$ cat config.mk
export PLATFORM = sky130hd
export DESIGN_NAME = eht_cfg
export DESIGN_NICKNAME = d
export VERILOG_FILES = /design/src/rtl/core/eht_pkg.sv /design/src/rtl/core/eht_cfg.sv
export SDC_FILE = /design/constraint.sdc
export NUM_CORES = 1
export LEC_CHECK = 0
export ABC_AREA = 0
export BUFFER_PORTS_ARGS = -buffer_cell sky130_fd_sc_hd__buf_4
export CORE_MARGIN = 2
export CORE_UTILIZATION = 31
export CTS_CLUSTER_SIZE = 25
export DETAILED_ROUTE_END_ITERATION = 12
export GPL_ROUTABILITY_DRIVEN = 0
export MAX_ROUTING_LAYER = met4
export PLACE_DENSITY = 0.87
export SLEW_MARGIN = 25
export SYNTH_ARGS = -nofsm -noshare
export SYNTH_HDL_FRONTEND = slang
export SYNTH_SLANG_ARGS = --single-unit
$ cat constraint.sdc
create_clock -name aclk -period 0.85 [get_ports aclk]
set_input_delay 0.0425 -clock aclk [delete_from_list [all_inputs] [get_ports aclk]]
set_output_delay 0.0425 -clock aclk [all_outputs]
set_load 0.01 [all_outputs]
$ cat src/rtl/core/eht_pkg.sv
// eht_pkg: shared types and codes of the extendible hash table
// no dependencies; imported by eht_cfg, extendible_hash_table_top, eht_checker and testbench
`default_nettype none

package eht_pkg;

    // register indexes on the configuration port
    localparam logic REG_INIT_DEPTH = 1'b0;
    localparam logic REG_BUCKET_CAP = 1'b1;

    // command codes
    localparam logic CMD_GET    = 1'b0;
    localparam logic CMD_INSERT = 1'b1;

    // result status codes
    localparam logic [2:0] ST_NEW     = 3'd0;
    localparam logic [2:0] ST_UPDATED = 3'd1;
    localparam logic [2:0] ST_HIT     = 3'd2;
    localparam logic [2:0] ST_MISS    = 3'd3;
    localparam logic [2:0] ST_FULL    = 3'd4;

    // field widths
    localparam int DEPTH_W = 4;
    localparam int CAP_W   = 5;
    localparam int KEY_W   = 32;
    localparam int VAL_W   = 64;

    // one stored entry
    typedef struct packed {
        logic [KEY_W-1:0] key;
        logic [VAL_W-1:0] value;
    } slot_t;

    // configuration seen by the core
    typedef struct packed {
        logic               rebuild;
        logic [DEPTH_W-1:0] depth;
        logic [CAP_W-1:0]   cap;
    } cfg_t;

endpackage

`default_nettype wire

$ cat src/rtl/core/eht_cfg.sv
// eht_cfg: configuration register file with effective depth and capacity
// depends on eht_pkg
`default_nettype none

module eht_cfg import eht_pkg::*; #(
    parameter int MAX_GLOBAL_DEPTH = 8,
    parameter int NUM_BUCKETS      = 256,
    parameter int BUCKET_SLOTS     = 4
) (
    input  wire logic        aclk,
    input  wire logic        aresetn,
    input  wire logic        psel,
    input  wire logic        penable,
    input  wire logic        pwrite,
    input  wire logic [2:0]  paddr,
    input  wire logic [31:0] pwdata,
    output logic      [31:0] prdata,
    output logic             pready,
    output cfg_t             cfg
);

    logic [3:0] init_depth_reg;
    logic [2:0] cap_reg;
    logic       wr_en;
    logic [DEPTH_W-1:0] depth_eff;
    logic [CAP_W-1:0]   cap_eff;

    assign pready = 1'b1;
    assign wr_en  = psel & penable & pwrite;

    // register writes
    always_ff @(posedge aclk) begin
        if (!aresetn) begin
            init_depth_reg <= 4'd2;
            cap_reg        <= 3'd4;
        end else if (wr_en) begin
            unique case (paddr[2])
                REG_INIT_DEPTH: init_depth_reg <= pwdata[3:0];
                REG_BUCKET_CAP: cap_reg        <= pwdata[2:0];
                default: ;
            endcase
        end
    end

    // read back
    always_comb begin
        unique case (paddr[2])
            REG_INIT_DEPTH: prdata = {28'd0, init_depth_reg};
            REG_BUCKET_CAP: prdata = {29'd0, cap_reg};
            default:        prdata = 32'd0;
        endcase
    end

    // saturate depth to the directory and bucket pool
    always_comb begin
        depth_eff = '0;
        for (int k = 0; k < 16; k++) begin
            if (k <= MAX_GLOBAL_DEPTH && k <= int'(init_depth_reg)
                && (longint'(1) << k) <= longint'(NUM_BUCKETS)) begin
                depth_eff = DEPTH_W'(k);
            end
        end
    end

    // clamp capacity to between one slot and one bucket
    always_comb begin
        if (cap_reg == 3'd0) begin
            cap_eff = CAP_W'(1);
        end else if (int'(cap_reg) > BUCKET_SLOTS) begin
            cap_eff = CAP_W'(BUCKET_SLOTS);
        end else begin
            cap_eff = CAP_W'(cap_reg);
        end
    end

    assign cfg.rebuild = wr_en && (paddr[2] == REG_INIT_DEPTH);
    assign cfg.depth   = depth_eff;
    assign cfg.cap     = cap_eff;

endmodule

`default_nettype wire

==> results.yml, run 1 <==
die:
  ioPinCount: 83
  design.core.area_mm2: 0.00194
  die_h_um: 49.2
  die_x_um: 49.2
  start_util_pct: 32.6
  die-area_mm2: 0.00242
  fp-row-count: 16
clocking:
  cts_made_buffers: 3
  cts_htree_levels: 1
  clock_path_buffers: 2
  clock-sinks: 7
  clk_latency_ps: 250
  clk_pin_slew_ps: 50
  cts-root-buf: "clkbuf_4"
  cts_tree: "built"
critical_path:
  end_kind: "output pin"
  critPathMaxFanout: 3
  required_ps: 810
  critPathKind: "flip-flop to output pin"
  path_cells: "mux2_4, buf_6"
  cpMaxStageDelayCell: "dfxtp_2"
  cp_slowest_stage_delay_ps: 320
  cp.arrival_ps: 970
  cp-start-kind: "flip-flop"
timing:
  hold_viol: 0
  timing.hold.ws_ps: 50.5
  fin_skew_ps: 0
  drv_slew: 0
  setup_viol_count_final: 10
  rsz0062_at_grt: "true"
  fin_crit_sh_pct: 119
  setup_slack_ps: -159
  fin_crit_ps: 1010
  max_freq_mhz: 991
final_layout:
  largest_reg_flops: 4
  syn_to_final_growth_pct: 23.9
  fin_nets: 140
  fin_util_pct: 40.4
  drive_above_1_share_pct: 43.4
  n_antenna_cell: 0
global_routing:
  first_global_vias: 421
  grt_max_degree: 14
  antenna_found_initial: 0
  grt-ovfl-total: 0
  grt_util_all_layers_pct: 10.5
  grt_pass1_wl_mm: 1.84
yosys:
  synth_xor_area_share_pct: 0
  yosys_warnings: 0
  synth_top_family_by_area: "buffers and inverters"
  ys_top_cells_by_area: "buf_4 (37%), dfxtp_1 (22%), mux2i_1 (11%)"
  synthDistinctLibCells: 15
  synth_compound_area_share_pct: 0.791
  synth.most_common_cell: "buf_4"
  ys.flop_type: "dfxtp_1"
  synth_top_cell_area_share_pct: 36.8
  synth-async-reset-ratio_pct: 0
  synthTopCellsByCount: "buf_4 (31), nand2_1 (9), nor2b_1 (8)"
  synthAdderAreaFrac_pct: 0
  avgSynthCellArea_um2: 8.22
  synth-simple-area-share_pct: 17.8
  synth_mux_area_share_pct: 16.4
  yosys_register_bits: 7
  syn_inst: 77
  synthesis.area_um2: 633
  yosysTopAreaCell: "buf_4"
  ys_seq_area_share_pct: 22.1
  synth-edff-count: 0
pwr:
  leakage_nw: 0.387
  comb_power_share_pct: 24.3
  pwr-share-clk_pct: 35.2
  peakVddDrop_v: 0.000845
  p_int_uw: 602
  switching_share_pct: 28.7
  seqPwrFrac_pct: 40.5
  p_switching_uw: 242
  powerDensity_mw_per_mm2: 1080
run_status:
  status: "complete, but fails checks"
  violations: "negative setup slack"
place:
  io_buffers: 21
  hpwlAfterDp_um: 939
detailed_routing:
  drcViolationCount: 0
  wl_met2_um: 592
  vias: 465
  routed_via_density: 3.69
  wire_per_inst_um: 9.44
  dr_wl_met3_um: 160
  final_antenna_net_count: 0
  wl_met1_um: 425
  routed.top_layer: "met4"
  first_pass_iters: 2
  routed_wl_mm: 1.19
  drtIter0Drc: 1
hold_path:
  min_path_type: "input pin to flip-flop"
flow_run:
  maxCapViolations: 0
[power groups by stage]
stage	clock network [mW]	logic (mW)	registers, mW
final	0.297	0.205	0.342
after global routing	0.330	0.224	0.343
after CTS	0.309	0.202	0.341
after detailed placement	0	0.185	0.349
after global placement	0	0.181	0.349
after floorplan	0	0.222	0.347
[metrics by stage]
step | area [um2] | setup WS, ps | std cells | TNS [ps] | total power, mW
floorplan | 742 | 208 | 106 | 0 | 0.570
global placement | 681 | 18.2 | 119 | 0 | 0.529
detailed placement | 681 | -35.2 | 119 | -91.5 | 0.534
CTS | 772 | -171 | 126 | -984 | 0.852
global route | 785 | -198 | 126 | -1340 | 0.897
finish | 785 | -159 | 126 | -893 | 0.844
[routing by layer]
layer  track usage (%)  vias up
met2              16.9       38
met1              11.1      203
met3              5.83        2
met5                 -        -
li1                  -      222
met4              2.86        0
[area by class of cell]
class / count / area, um2
sequential: 7 / 151
multi-input combinational: 62 / 355
clock buffer: 4 / 26.3
tap: 27 / 33.8
inverter: 1 / 3.75
timing repair buffer: 25 / 214
fill: 191 / 1160
[final timing paths]
| check | from | endpoint | slack [ps] | cells past startpoint |
|---|---|---|---|---|
| worst min register to register | init_depth_reg[0] | init_depth_reg[0] | 470 | 2 |
| worst min-delay path | pwdata[3] | init_depth_reg[3] | 50 | 3 |
| worst max register to register | cap_reg[2] | cap_reg[2] | 100 | 3 |
| worst max-delay path | init_depth_reg[1] | prdata[1] | -160 | 2 |
[kinds of logic (layout without fill, tap and decap cells)]
logic type / count (synthesis) / count (layout)
buffers and inverters: 37 / 30
AND/OR/NAND/NOR: 20 / 20
multiplexers: 10 / 10
flip-flops: 7 / 7
other: 2 / 31
AO/OA/AOI/OAI: 1 / 1
[placed cells by master (no fill, tap or decap)]
| cell type | count |
|---|---|
| nand2_1 | 9 |
| a21oi_2 | 1 |
| clkbuf_4 | 3 |
| and4_2 | 1 |
| mux2_2 | 2 |
| dfxtp_4 | 1 |
| nor2b_2 | 1 |
| nor2b_1 | 6 |
| nor2b_4 | 1 |
| buf_6 | 7 |
| dfxtp_2 | 6 |
| inv_1 | 1 |
| and2b_2 | 1 |
| mux2_4 | 1 |
| conb_1 | 31 |
| mux2i_1 | 7 |
| clkbuf_1 | 1 |
| buf_4 | 18 |
| and4b_1 | 1 |
[worst max-delay path: cells and delay by family, from the launching register on]
family	cells	cell delay, ps
multiplexers	1	270
buffers and inverters	1	120
flip-flops	1	320
[timing repair]
action                     in CTS  in global routing
pin swaps                       0                  0
gates resized for setup        16                  4
setup buffers                   3                  0
hold buffers                    0                  0
cloned                          0                  0
setup endpoints to repair      10                 10
Note: power is estimated with default switching activity, not from simulation.
==> inputs of run 2 (changes only) <==
CORE_UTILIZATION = 33   (was 31)
MAX_ROUTING_LAYER = default   (was met4)
PLACE_DENSITY = 0.92   (was 0.87)
clock period = 1.2 ns   (was 0.85 ns; I/O delays follow)
==> run 2 against run 1 <==
Effect of this change: the run now ends clean; clock-buffer cell count did not move; sequential power fell by 29%; design area shrank 11%; flip-flop and latch count unchanged; largest power group unchanged; first-iteration DRC count increased to 3.0 times the previous value; sequential share of layout area increased by 0.81 points; largest cell class unchanged; via count fell by 6.9%; non-clock buffer count decreased by 4; clock skew unchanged.
==> results.yml, run 2 (synthesized netlist as in run 1, its figures left out) <==
run_status:
  status: "complete, no violations"
critical_path:
  critPathMaxFanout: 5
  end_kind: "output pin"
  cp-start-kind: "flip-flop"
  required_ps: 1140
  cp_slowest_stage_delay_ps: 340
  path_cells: "mux2_2, buf_4"
  cpMaxStageDelayCell: "dfxtp_1"
  critPathKind: "flip-flop to output pin"
  cp.arrival_ps: 1010
clocking:
  clock-sinks: 7
  cts-root-buf: "clkbuf_4"
  clock_path_buffers: 2
  clk_pin_slew_ps: 50
  cts_resized: 0
  cts_htree_levels: 1
  cts_setup_buffers: 0
  holdBufCountCts: 0
  cts_tree: "built"
  cts_made_buffers: 3
  clk_latency_ps: 240
final_layout:
  fillers: 192
  fin_area_um2: 697
  n_antenna_cell: 0
  fin_nets: 136
  fin_util_pct: 39.5
  seqCellArea_um2: 140
  instances_no_fill: 120
  multi_input_comb_area_um2: 338
  drive_above_1_share_pct: 30.5
  layout_commonest_cell: "conb_1"
  largest_reg_flops: 4
  syn_to_final_growth_pct: 10.1
  final_cell_mix: "conb_1 (31), buf_4 (21), nand2_1 (9)"
timing:
  final.setup.tns_ps: 0
  setup_slack_ps: 131
  fin_crit_ps: 1070
  max_freq_mhz: 935
  setup_viol_count_final: 0
  hold_viol: 0
  fin_crit_sh_pct: 89.1
  timing.hold.ws_ps: 84.1
  fin_skew_ps: 0
  drv_slew: 0
  rsz0062_at_grt: "false"
place:
  hpwlAfterDp_um: 898
  dpl_cell_area_um2: 671
  post-place-ws_ps: 271
  placed_cells: 116
  io_buffers: 21
global_routing:
  first_global_vias: 336
  grt_max_degree: 14
  antenna_found_initial: 0
  grt-ovfl-total: 0
  grt_pass1_wl_mm: 1.52
  grt_util_all_layers_pct: 9.93
die:
  start_util_pct: 35.9
  die_h_um: 47.8
  fp-row-count: 15
  die_x_um: 47.8
  design.core.area_mm2: 0.00176
  ioPinCount: 83
  die-area_mm2: 0.00228
detailed_routing:
  final_antenna_net_count: 0
  drtIter0Drc: 3
  routed_wl_mm: 1.04
  wire_per_inst_um: 8.63
  drcViolationCount: 0
  routed_via_density: 3.61
  vias: 433
  first_pass_iters: 4
pwr:
  peakVddDrop_v: 0.000331
  powerDensity_mw_per_mm2: 826
  leakage_nw: 0.354
  total_power_uw: 576
flow_run:
  maxCapViolations: 0
hold_path:
  min_path_type: "input pin to flip-flop"
[run 2: cell count changes in the layout (fill, tap and decap cells not counted), sizes merged]
| cell | before | now |
|---|---|---|
| buf | 25 | 21 |
[run 2: critical path, delay by kind of cell (launching register included)]
family	cells	cell delay [ps]
DFF	1	340
muxes	1	280
buffers and inverters	1	140
[run 2: final timing paths]
path / start / end / slack [ps] / cells after the start
setup / recovery: cap_reg[2] / prdata[2] / 130 / 2
hold / removal: pwdata[3] / init_depth_reg[3] / 80 / 3
setup reg to reg: init_depth_reg[3] / init_depth_reg[3] / 530 / 2
hold reg to reg: cap_reg[0] / cap_reg[0] / 480 / 2
[run 2: power breakdown]
group          internal, mW  switching, mW
Clock                 0.126         0.0784
Sequential            0.238        0.00481
Combinational        0.0505         0.0775
[run 2: layer usage]
metal | track usage (%) | part of all wire [%] | wire (um) | up-vias
met3 | 4.91 | 13 | 139 | 0
li1 | - | - | - | 215
met2 | 15.2 | 49 | 503 | 32
met1 | 11.5 | 38 | 393 | 186
met5 | 0 | 0 | 0 | -
met4 | 4.86 | 0 | 0 | 0
[run 2: area by class of cell]
cell class	count	share of cell area, %
multi-input cells	62	48.5
repair buffers	21	22.6
flip-flops and latches	7	20.1
well taps	25	4.49
clock buffers	4	3.77
inverters	1	0.539
==> inputs of run 3 (changes only) <==
--- a/config.mk
+++ b/config.mk
@@ -8,4 +8,5 @@
 export ABC_AREA = 0
 export BUFFER_PORTS_ARGS = -buffer_cell sky130_fd_sc_hd__buf_4
+export CORE_ASPECT_RATIO = 0.9
 export CORE_MARGIN = 2
 export CORE_UTILIZATION = 33
@@ -14,5 +15,5 @@
 export GPL_ROUTABILITY_DRIVEN = 0
 export PLACE_DENSITY = 0.92
-export SLEW_MARGIN = 25
+export SLEW_MARGIN = 20
 export SYNTH_ARGS = -nofsm -noshare
 export SYNTH_HDL_FRONTEND = slang
==> constraint.sdc (replaced) <==
create_clock -name aclk -period 1.2 [get_ports aclk]
set_input_delay 0.06 -clock aclk [delete_from_list [all_inputs] [get_ports aclk]]
set_output_delay 0.06 -clock aclk [all_outputs]
set_load 0.05 [all_outputs]
==> run 3 against run 2 <==
Effect of this change: critical path depth unchanged; largest power group is now combinational logic; critical endpoint unchanged; hold slack got worse by 12 ps; highest routed layer is now met4; utilization decreased by 2.0 points; critical path type unchanged.
==> results.yml, run 3 (synthesized netlist as in run 1, its figures left out) <==
timing:
  hold_viol: 0
  timing.hold.ws_ps: 71.7
  max_freq_mhz: 887
  drv_slew: 0
  fin_crit_ps: 1130
  final.setup.tns_ps: 0
  fin_skew_ps: 0
  fin_crit_sh_pct: 93.9
  rsz0062_at_grt: "false"
  setup_viol_count_final: 0
detailed_routing:
  wl_met1_um: 423
  vias: 445
  wire_per_inst_um: 9.04
  drcViolationCount: 0
  routed_via_density: 3.71
  drtIter0Drc: 5
  wl_met2_um: 516
  first_pass_iters: 3
  routed_wl_mm: 1.09
  routed.top_layer: "met4"
  dr_wl_met3_um: 133
  final_antenna_net_count: 0
final_layout:
  multi_input_comb_area_um2: 338
  fin_nets: 136
  fin_area_um2: 697
  layout_commonest_cell: "conb_1"
  fillers: 202
  largest_reg_flops: 4
  final_cell_mix: "conb_1 (31), buf_4 (21), nand2_1 (9)"
  seqCellArea_um2: 140
  syn_to_final_growth_pct: 10.1
  n_antenna_cell: 0
  fin_util_pct: 37.5
  drive_above_1_share_pct: 30.5
clocking:
  clock_path_buffers: 2
  holdBufCountCts: 0
  clock-sinks: 7
  cts-root-buf: "clkbuf_4"
  clk_pin_slew_ps: 50
  cts_made_buffers: 3
  cts_resized: 0
  cts_htree_levels: 1
  cts_tree: "built"
  clk_latency_ps: 250
  cts_setup_buffers: 0
critical_path:
  reg2reg_depth: 2
  critPathKind: "flip-flop to output pin"
  crit_end: "prdata[2]"
  r2r_end: "cap_reg[2]"
  crit_start: "cap_reg[2]"
  worstReg2RegStart: "cap_reg[2]"
  required_ps: 1140
  critPathMaxFanout: 5
  end_kind: "output pin"
  cp-start-kind: "flip-flop"
  cp.arrival_ps: 1070
  r2r_slack_ps: 490
global_routing:
  antenna_found_initial: 0
  first_global_vias: 355
  grt_util_all_layers_pct: 9.59
  grt-ovfl-total: 0
  grt_pass1_wl_mm: 1.53
  grt_max_degree: 14
pwr:
  total_power_uw: 787
  p_switching_uw: 370
  seqPwrFrac_pct: 30.9
  leakage_nw: 0.354
  comb_power_share_pct: 42.4
  pwr-share-clk_pct: 26.7
  powerDensity_mw_per_mm2: 1130
  switching_share_pct: 47.1
  peakVddDrop_v: 0.000351
  p_int_uw: 416
die:
  die_x_um: 50.2
  die-area_mm2: 0.00229
  design.core.area_mm2: 0.00186
  fp-row-count: 15
  die_h_um: 45.6
  ioPinCount: 83
  start_util_pct: 34.1
hold_path:
  min_path_type: "input pin to flip-flop"
  holdPathStages: 3
  hp-start: "pwdata[3]"
place:
  io_buffers: 21
  dpl_cell_area_um2: 671
  hpwlAfterDp_um: 900
run_status:
  status: "complete, no violations"
flow_run:
  maxCapViolations: 0
[run 3: cell counts in the layout (fill, tap and decap cells not counted)]
No cell type changed its count.
[run 3: power groups by stage]
stage          clock network, mW  logic (mW)  registers, mW
5_1_grt                    0.240       0.348          0.243
6_report                   0.210       0.334          0.243
3_3_place_gp                   0       0.330          0.247
4_1_cts                    0.221       0.333          0.243
3_5_place_dp                   0       0.333          0.248
2_1_floorplan                  0       0.367          0.246
[run 3: per-layer routing]
layer	global-route usage [%]	vias up
li1	-	213
met1	10.2	197
met2	15.5	33
met3	2.30	2
met4	10.0	0
met5	0	-
[run 3: stage by stage]
stage	setup slack (ps)	std cells
final	72.9	120
after global placement	268	116
after global routing	24.2	120
after detailed placement	250	116
after CTS	57.9	120
after floorplan	26.5	106
[run 3: critical path: stages, from the launching register on]
cell     delay (ps)
dfxtp_1         350
mux2_2          280
buf_4           190
[run 3: worst min path at each step]
| stage | to | slack [ps] |
|---|---|---|
| 3_3_place_gp | init_depth_reg[3] | 320 |
| 3_5_place_dp | init_depth_reg[3] | 330 |
| 4_1_cts | init_depth_reg[3] | 60 |
| 6_report | init_depth_reg[3] | 70 |
| 2_1_floorplan | init_depth_reg[2] | 200 |
| 5_1_grt | init_depth_reg[2] | 80 |
[run 3: layout make-up]
class                           instances  area share, %
Sequential cell                         7           20.1
Inverter                                1          0.539
Timing Repair Buffer                   21           22.6
Clock buffer                            4           3.77
Multi-Input combinational cell         62           48.5
Tap cell                               25           4.49
